--- config.mk ---
export PLATFORM = sky130hd
export DESIGN_NAME = instruction_fetch_decode_top
export DESIGN_NICKNAME = d
export VERILOG_FILES = /design/src/ifd_pkg.sv /design/src/instruction_fetch_decode_top.sv
export SDC_FILE = /design/constraint.sdc
export NUM_CORES = 1
export LEC_CHECK = 0
export BUFFER_PORTS_ARGS = -buffer_cell sky130_fd_sc_hd__buf_2
export CAP_MARGIN = 10
export CORE_MARGIN = 1.5
export CORE_UTILIZATION = 58
export DETAILED_ROUTE_END_ITERATION = 8
export MAX_ROUTING_LAYER = met4
export PLACE_DENSITY = 0.87
export REMOVE_ABC_BUFFERS = 1
export SYNTH_ARGS = -nofsm -noshare
export SYNTH_HDL_FRONTEND = slang
export SYNTH_SLANG_ARGS = --single-unit
--- constraint.sdc ---
create_clock -name clk -period 9.3 [get_ports clk]
set_clock_uncertainty 0.1 [all_clocks]
set_input_delay 0.465 -clock clk [delete_from_list [all_inputs] [get_ports clk]]
set_output_delay 0.465 -clock clk [all_outputs]
set_load 0.02 [all_outputs]
--- src/ifd_pkg.sv ---
// ----------------------------------------------------------------------------
// ifd_pkg: shared types and codes for the instruction fetch/decode block
// Status codes, instruction codes, register limits and field widths.
// ----------------------------------------------------------------------------
package ifd_pkg;

  localparam int unsigned ADDR_W     = 64;
  localparam int unsigned WORD_W     = 64;
  localparam int unsigned MSIZE_W    = 17;
  localparam int unsigned NIB_W      = 4;

  localparam logic [MSIZE_W-1:0] MSIZE_RESET = 17'd4096;

  // 8-byte constant field length
  localparam logic [3:0] CONST_BYTES = 4'd8;

  localparam logic [NIB_W-1:0] NO_REG  = 4'hF;
  localparam logic [NIB_W-1:0] TOP_REG = 4'hE;

  typedef enum logic [1:0] {
    ST_OK  = 2'd0,
    ST_ADR = 2'd1,
    ST_INS = 2'd2
  } status_t;

  localparam logic [NIB_W-1:0] CODE_HALT   = 4'h0;
  localparam logic [NIB_W-1:0] CODE_NOP    = 4'h1;
  localparam logic [NIB_W-1:0] CODE_CMOV   = 4'h2;
  localparam logic [NIB_W-1:0] CODE_IRMOV  = 4'h3;
  localparam logic [NIB_W-1:0] CODE_RMMOV  = 4'h4;
  localparam logic [NIB_W-1:0] CODE_MRMOV  = 4'h5;
  localparam logic [NIB_W-1:0] CODE_OPQ    = 4'h6;
  localparam logic [NIB_W-1:0] CODE_JXX    = 4'h7;
  localparam logic [NIB_W-1:0] CODE_CALL   = 4'h8;
  localparam logic [NIB_W-1:0] CODE_RET    = 4'h9;
  localparam logic [NIB_W-1:0] CODE_PUSH   = 4'hA;
  localparam logic [NIB_W-1:0] CODE_POP    = 4'hB;
  localparam logic [NIB_W-1:0] CODE_IOTRAP = 4'hC;

  // highest legal function nibble per code family
  localparam logic [NIB_W-1:0] FN_MAX_NONE = 4'd0;
  localparam logic [NIB_W-1:0] FN_MAX_COND = 4'd6;
  localparam logic [NIB_W-1:0] FN_MAX_OPQ  = 4'd3;
  localparam logic [NIB_W-1:0] FN_MAX_TRAP = 4'd5;

endpackage

--- src/instruction_fetch_decode_top.sv ---
// ----------------------------------------------------------------------------
// instruction_fetch_decode_top: one-instruction fetch and decode
// Path: input register, then decode logic into the result register.
// Throughput: 1 instruction per cycle while out_ready is high; set by the
//   single decode pass between the two registers, with the result register
//   draining as the input fills.
// Reset: rst_n synchronous, active low; empties both stages and sets
//   memory_size to 4096.
// ----------------------------------------------------------------------------
module instruction_fetch_decode_top (
  input  logic        clk,
  input  logic        rst_n,

  // configuration: memory size in bytes
  input  logic        cfg_wr_en,
  input  logic [16:0] cfg_wr_data,

  // instruction window
  input  logic        in_valid,
  output logic        in_ready,
  input  logic [63:0] in_fetch_address,
  input  logic [7:0]  in_opcode_byte,
  input  logic [7:0]  in_register_byte,
  input  logic [63:0] in_word_after_opcode,
  input  logic [63:0] in_word_after_registers,

  // decoded instruction
  output logic        out_valid,
  input  logic        out_ready,
  output logic [1:0]  out_status,
  output logic [3:0]  out_instr_code,
  output logic [3:0]  out_instr_function,
  output logic [3:0]  out_reg_a,
  output logic [3:0]  out_reg_b,
  output logic [63:0] out_constant_value,
  output logic [63:0] out_next_address
);

  localparam int unsigned AW = ifd_pkg::ADDR_W;
  localparam int unsigned WW = ifd_pkg::WORD_W;
  localparam int unsigned MW = ifd_pkg::MSIZE_W;
  localparam int unsigned NW = ifd_pkg::NIB_W;

  // --------------------------------------------------------------------------
  // Configuration register
  // --------------------------------------------------------------------------
  logic [MW-1:0] msize_r;

  always_ff @(posedge clk) begin
    if (!rst_n) begin
      msize_r <= ifd_pkg::MSIZE_RESET;
    end else if (cfg_wr_en) begin
      msize_r <= cfg_wr_data;
    end
  end

  // --------------------------------------------------------------------------
  // Handshake: the input stage advances whenever the result register is
  // empty or its result is being taken in this cycle. A new transfer is
  // taken whenever the input stage is empty or advancing.
  // --------------------------------------------------------------------------
  logic s1_valid_r;
  logic out_valid_r;
  logic s1_adv;
  logic in_xfer;

  assign s1_adv   = s1_valid_r && (!out_valid_r || out_ready);
  assign in_ready = !s1_valid_r || s1_adv;
  assign in_xfer  = in_valid && in_ready;

  always_ff @(posedge clk) begin
    if (!rst_n) begin
      s1_valid_r  <= 1'b0;
      out_valid_r <= 1'b0;
    end else begin
      if (in_xfer) begin
        s1_valid_r <= 1'b1;
      end else if (s1_adv) begin
        s1_valid_r <= 1'b0;
      end
      if (s1_adv) begin
        out_valid_r <= 1'b1;
      end else if (out_ready) begin
        out_valid_r <= 1'b0;
      end
    end
  end

  // Input register: payload only, held until the next transfer
  logic [AW-1:0] s1_pc_r;
  logic [7:0]    s1_op_r;
  logic [7:0]    s1_rbyte_r;
  logic [WW-1:0] s1_w1_r;
  logic [WW-1:0] s1_w2_r;

  always_ff @(posedge clk) begin
    if (in_xfer) begin
      s1_pc_r    <= in_fetch_address;
      s1_op_r    <= in_opcode_byte;
      s1_rbyte_r <= in_register_byte;
      s1_w1_r    <= in_word_after_opcode;
      s1_w2_r    <= in_word_after_registers;
    end
  end

  // --------------------------------------------------------------------------
  // Decode
  // --------------------------------------------------------------------------
  logic [NW-1:0] code;
  logic [NW-1:0] fn;
  logic [NW-1:0] ra;
  logic [NW-1:0] rb;
  logic [NW-1:0] fn_max;
  logic          code_ok;
  logic          use_regs;
  logic          use_const;
  logic          const_after_op;
  logic          regs_good;

  assign code = s1_op_r[7:4];
  assign fn   = s1_op_r[3:0];
  assign ra   = s1_rbyte_r[7:4];
  assign rb   = s1_rbyte_r[3:0];

  // Per-code properties: function limit and which extra bytes are used
  always_comb begin
    fn_max         = ifd_pkg::FN_MAX_NONE;
    code_ok        = 1'b1;
    use_regs       = 1'b0;
    use_const      = 1'b0;
    const_after_op = 1'b0;
    unique case (code) inside
      ifd_pkg::CODE_HALT, ifd_pkg::CODE_NOP, ifd_pkg::CODE_RET: begin
        fn_max = ifd_pkg::FN_MAX_NONE;
      end
      ifd_pkg::CODE_CMOV: begin
        fn_max   = ifd_pkg::FN_MAX_COND;
        use_regs = 1'b1;
      end
      ifd_pkg::CODE_IRMOV, ifd_pkg::CODE_RMMOV, ifd_pkg::CODE_MRMOV: begin
        use_regs  = 1'b1;
        use_const = 1'b1;
      end
      ifd_pkg::CODE_OPQ: begin
        fn_max   = ifd_pkg::FN_MAX_OPQ;
        use_regs = 1'b1;
      end
      ifd_pkg::CODE_JXX: begin
        fn_max         = ifd_pkg::FN_MAX_COND;
        use_const      = 1'b1;
        const_after_op = 1'b1;
      end
      ifd_pkg::CODE_CALL: begin
        use_const      = 1'b1;
        const_after_op = 1'b1;
      end
      ifd_pkg::CODE_PUSH, ifd_pkg::CODE_POP: begin
        use_regs = 1'b1;
      end
      ifd_pkg::CODE_IOTRAP: begin
        fn_max = ifd_pkg::FN_MAX_TRAP;
      end
      default: begin
        code_ok = 1'b0;
      end
    endcase
  end

  // Register-number rules per code
  always_comb begin
    unique case (code) inside
      ifd_pkg::CODE_CMOV, ifd_pkg::CODE_OPQ: begin
        regs_good = (ra <= ifd_pkg::TOP_REG) && (rb <= ifd_pkg::TOP_REG);
      end
      ifd_pkg::CODE_IRMOV: begin
        regs_good = (ra == ifd_pkg::NO_REG) && (rb <= ifd_pkg::TOP_REG);
      end
      ifd_pkg::CODE_RMMOV, ifd_pkg::CODE_MRMOV: begin
        regs_good = (ra <= ifd_pkg::TOP_REG);
      end
      default: begin
        regs_good = (ra <= ifd_pkg::TOP_REG) && (rb == ifd_pkg::NO_REG);
      end
    endcase
  end

  // Address checks. Once the opcode byte is inside memory the address fits
  // in MW bits, so the byte offsets only need a couple of extra bits.
  logic          pc_in_mem;
  logic [MW:0]   p_reg;      // address of the register byte
  logic [MW:0]   p_mid;      // address after opcode and any register byte
  logic [MW+1:0] p_end;      // address after the constant
  logic          rbyte_in_mem;
  logic          const_in_mem;

  assign pc_in_mem    = (s1_pc_r[AW-1:MW] == '0) && (s1_pc_r[MW-1:0] < msize_r);
  assign p_reg        = {1'b0, s1_pc_r[MW-1:0]} + {{MW{1'b0}}, 1'b1};
  assign rbyte_in_mem = p_reg < {1'b0, msize_r};
  assign p_mid        = use_regs ? (p_reg + {{MW{1'b0}}, 1'b1}) : p_reg;
  assign p_end        = {1'b0, p_mid} + {{(MW-2){1'b0}}, ifd_pkg::CONST_BYTES};
  assign const_in_mem = !(p_end > {2'b00, msize_r});

  // First failing check sets the status
  ifd_pkg::status_t st;

  always_comb begin
    if (!pc_in_mem) begin
      st = ifd_pkg::ST_ADR;
    end else if (!code_ok || (fn > fn_max)) begin
      st = ifd_pkg::ST_INS;
    end else if (use_regs && !rbyte_in_mem) begin
      st = ifd_pkg::ST_ADR;
    end else if (use_regs && !regs_good) begin
      st = ifd_pkg::ST_INS;
    end else if (use_const && !const_in_mem) begin
      st = ifd_pkg::ST_ADR;
    end else begin
      st = ifd_pkg::ST_OK;
    end
  end

  // --------------------------------------------------------------------------
  // Result register: zero the fields, with NO_REG as registers, of a faulting instruction
  // --------------------------------------------------------------------------
  logic [1:0]    o_status_r;
  logic [NW-1:0] o_code_r;
  logic [NW-1:0] o_fn_r;
  logic [NW-1:0] o_ra_r;
  logic [NW-1:0] o_rb_r;
  logic [WW-1:0] o_const_r;
  logic [AW-1:0] o_next_r;

  logic          is_ok;
  logic [WW-1:0] const_sel;
  logic [MW+1:0] next_lo;

  assign is_ok     = (st == ifd_pkg::ST_OK);
  assign const_sel = !use_const ? '0 : (const_after_op ? s1_w1_r : s1_w2_r);
  assign next_lo   = use_const ? p_end : {1'b0, p_mid};

  always_ff @(posedge clk) begin
    if (s1_adv) begin
      o_status_r <= st;
      o_code_r   <= is_ok ? code : '0;
      o_fn_r     <= is_ok ? fn : '0;
      o_ra_r     <= (is_ok && use_regs) ? ra : ifd_pkg::NO_REG;
      o_rb_r     <= (is_ok && use_regs) ? rb : ifd_pkg::NO_REG;
      o_const_r  <= is_ok ? const_sel : '0;
      o_next_r   <= is_ok ? {{(AW-MW-2){1'b0}}, next_lo} : '0;
    end
  end

  assign out_valid          = out_valid_r;
  assign out_status         = o_status_r;
  assign out_instr_code     = o_code_r;
  assign out_instr_function = o_fn_r;
  assign out_reg_a          = o_ra_r;
  assign out_reg_b          = o_rb_r;
  assign out_constant_value = o_const_r;
  assign out_next_address   = o_next_r;

`ifndef ASSERT_OFF
  // a good decode has a nonzero next address that fits in 18 bits
  a_ok_next : assert property (@(posedge clk) disable iff (!rst_n)
    (out_valid_r && o_status_r == ifd_pkg::ST_OK) |->
      (o_next_r[AW-1:MW+1] == '0) && (o_next_r != '0))
    else $error("ok result with next address out of range");

  // a faulting decode carries zeroed fields and NO_REG registers
  a_bad_clear : assert property (@(posedge clk) disable iff (!rst_n)
    (out_valid_r && o_status_r != ifd_pkg::ST_OK) |->
      (o_code_r == '0) && (o_fn_r == '0) && (o_ra_r == ifd_pkg::NO_REG) &&
      (o_rb_r == ifd_pkg::NO_REG) && (o_const_r == '0) && (o_next_r == '0))
    else $error("faulting result with stray fields");

  // input stalls only when both stages are full and the output is blocked
  a_stall_cause : assert property (@(posedge clk) disable iff (!rst_n)
    !in_ready |-> (s1_valid_r && out_valid_r && !out_ready))
    else $error("input stalled without a full pipeline");

  // a valid result never carries the unused status code
  a_status_code : assert property (@(posedge clk) disable iff (!rst_n)
    out_valid_r |-> !(o_status_r == 2'b11))
    else $error("undefined status code");
`endif

endmodule
==> flow_metrics.tcl <==
set metrics [dict create \
    cp-end-kind "flop" \
    drv_slew 0 \
    critPathMaxFanout 72 \
    yosys_warnings 0 \
    yosys.area_share.adder_pct 4.63 \
    area_delta_synth_final_pct 19.2 \
    synth.avg_cell_area_um2 14.1 \
    grt_start_max_net_pins 99 \
    final_area_um2 17700 \
    synth_most_common_cell "edfxtp_1" \
    port_buffers 332 \
    p_leak_nw 6.99 \
    drive_gt1_share_pct 29.1 \
    critPathBufInv 1 \
    grt_setup_unrepaired "no" \
    fillCellCount 1715 \
    cp_common_cell "a21oi_1" \
    ant_nets 0 \
    start_util_pct 59.1 \
    cts-buffers-inserted 34 \
    cts_resized 0 \
    drt_iter0_drc 805 \
    cts_tree "yes" \
    die_width_um 163 \
    fin_crit_ns 6.45 \
    core_um2 25200 \
    yosys.area.top_type_share_pct 62.4 \
    nets 1664 \
    cap_viol_max_count 0 \
    setup.worst_path.class "flop to flop" \
    muxShareOfSynthArea_pct 5.73 \
    synthTopCellsByCount "edfxtp_1, nor4_1, mux2i_1" \
    cts_setup_buffers 0 \
    synth_edf_count 309 \
    period_share_pct 69.3 \
    status "complete, no violations" \
    setup_violations 0 \
    max_slew_margin_pct 24.0 \
    hp-class "input pin to flop" \
    syn-cell-area_um2 14900 \
    post-dp-hpwl_um 24900 \
    clkTransAtPathRegs_ns 0.06 \
    clock-root-buffer "clkbuf_16" \
    grt_pass1_vias 9765 \
    min_path_cells 1 \
    synth_top_family_by_area "simple AND/OR/NAND/NOR gates" \
    cp_cell_sequence "ha_1, a21boi_0, o221ai_1, a22o_1, nor3_1, a21oi_1, a21oi_1, nand2b_1, xnor2_1, ha_1, a21o_1, a21oi_1, nor2b_1, o21ai_0, a31oi_1, o21ai_1, nand4bb_4, buf_4, or4_1" \
    yosys.area.top_type "edfxtp_1" \
    gp_congestion 0.897 \
    wl_met1_um 13600 \
    critPathTopFamily "compound AO/OA/AOI/OAI gates" \
    max_stage_delay_ns 0.75 \
    fmax_mhz 155 \
    vias 10000 \
    routed_wl_um 36100 \
    clk_latency_ns 0.52 \
    track_usage_pct 27.6 \
    cp.arrival_ns 6.59 \
    slowest_stage "nor3_1" \
    hold_buffers 0 \
    ys.flop_type "edfxtp_1" \
    powerDensity_nw_per_um2 193 \
    netlist_instances 1052 \
    ys_ff_latch 328 \
    cts.path.max_buffers 3 \
    io_pins 378 \
    yosys-top-cells-area "edfxtp_1, mux2i_1, ha_1" \
    reg2reg_slack_ns 2.85 \
    hold_path_end "s1_w1_r[12]$_DFFE_PP_" \
    start_kind "flop" \
    die-area_um2 26600 \
    r2r_cells 19 \
    wl_met2_um 18300 \
    synth_xor_area_share_pct 3.10 \
    rr_startpoint "s1_pc_r[0]$_DFFE_PP_" \
    ys_seq_area_share_pct 64.9 \
    holdCritStartpoint "in_word_after_opcode[12]" \
    fin_tns_setup_ns 0 \
    drc_errors 0 \
    fp.dieH_um 163 \
    dr_wl_met3_um 2790 \
    final_util_pct 70.4 \
    top_layer_used "met4" \
    drtPass1Iterations 6 \
    dpl_cell_area_um2 16600 \
    hold_violations 0 \
    ir_drop_v 0.000208 \
    antenna_found_initial 12 \
    drt-vias-per-instance 5.73 \
    wl_per_cell_um 20.7 \
    num_rows 58 \
    crit_required_ns 9.44 \
    synth_compound_area_share_pct 4.04 \
    synthArstFlopShare_pct 0 \
    grt_pass1_wl_um 53500 \
    overflow 0 \
    htreeDepth 2 \
    ys_types 68 \
    worst_pin_slew_ns 1.14 \
    reg2reg_to "out_reg_a[1]$_SDFFCE_PN1P_" \
    yosys.area_share.simple_pct 12.4 \
    cts.sinks 328 \
]
## layer usage
| layer | GRT usage [%] | up-vias |
|---|---|---|
| met2 | 45.7 | 496 |
| met5 | - | - |
| li1 | - | 4638 |
| met1 | 32.7 | 4774 |
| met4 | 12.2 | 0 |
| met3 | 5.69 | 98 |
## flip-flops by register name (all words and copies together), names as in the netlist, 8 cells and up
name                cells
s1_w2_r                64
out_next_address       19
s1_rbyte_r              8
s1_pc_r                64
s1_w1_r                64
msize_r                17
s1_op_r                 8
out_constant_value     64
## how the worst max path moves through the flow
stage / slack, ns / depth (start not counted) / to / start
4_1_cts: 3.02 / 19 / out_reg_a[3]$_SDFFCE_PN1P_ / s1_pc_r[0]$_DFFE_PP_
3_3_place_gp: 3.14 / 19 / out_reg_b[0]$_SDFFCE_PN1P_ / s1_pc_r[0]$_DFFE_PP_
2_1_floorplan: 1.99 / 18 / out_reg_a[0]$_SDFFCE_PN1P_ / s1_pc_r[0]$_DFFE_PP_
3_5_place_dp: 3.03 / 19 / out_reg_b[3]$_SDFFCE_PN1P_ / s1_pc_r[0]$_DFFE_PP_
5_1_grt: 2.35 / 19 / out_reg_a[1]$_SDFFCE_PN1P_ / s1_pc_r[0]$_DFFE_PP_
6_report: 2.85 / 19 / out_reg_a[1]$_SDFFCE_PN1P_ / s1_pc_r[0]$_DFFE_PP_
## cell families (layout without fill, tap and decap cells)
| family | Yosys count | after routing |
|---|---|---|
| flops | 328 | 328 |
| simple gates | 311 | 311 |
| buf+inv | 130 | 435 |
| compound gates | 91 | 91 |
| mux | 85 | 85 |
| fa+ha+maj | 55 | 55 |
| xor+xnor | 51 | 51 |
| other cells | 1 | 59 |
## area by class of cell
type                            instances  area [um^2]  area share (%)
Inverter                               36          135           0.762
Sequential cell                       328         9660            54.5
Timing Repair Buffer                  339         1710            9.67
Antenna cell                           12         30.0           0.169
Multi-Input combinational cell        640         4680            26.4
Clock buffer                           39          870            4.90
Clock inverter                         21          235            1.33
Tap cell                              330          413            2.33
## report_power, final
| group | switching (mW) | total [mW] | internal [mW] |
|---|---|---|---|
| combinational | 0.210 | 0.336 | 0.126 |
| clock | 0.553 | 1.34 | 0.788 |
| sequential | 0.0368 | 1.74 | 1.70 |
| total | 0.799 | 3.42 | 2.62 |
## cell usage in the layout, fill, tap and decap left out, types with 6 or more instances in the layout
cell / count
nor3_1: 36
nor4_1: 86
inv_1: 36
edfxtp_1: 309
nand4_1: 25
a21o_1: 12
a21oi_1: 28
nor2_1: 30
xnor2_1: 33
and2_1: 7
diode_2: 12
nand2_1: 28
clkbuf_16: 34
buf_4: 7
buf_2: 332
clkinv_1: 7
nor2b_1: 27
conb_1: 47
nor3b_1: 6
xor2_1: 16
dfxtp_1: 19
or4_1: 13
ha_1: 55
nand3_1: 14
mux2i_1: 84
o21ai_0: 14
## stage by stage
step                      hold WS (ns)  setup WS, ns  instances  total power, mW
after floorplan                  0.377          1.99       1004             1.98
after global placement           0.396          3.14       1673             2.08
after detailed placement         0.407          3.03       1673             2.10
after CTS                      0.00384          3.02       1733             3.44
after global routing         -0.000246          2.35       1745             3.53
final                           0.0179          2.85       1745             3.42
Power figures use the tool's default switching activity.
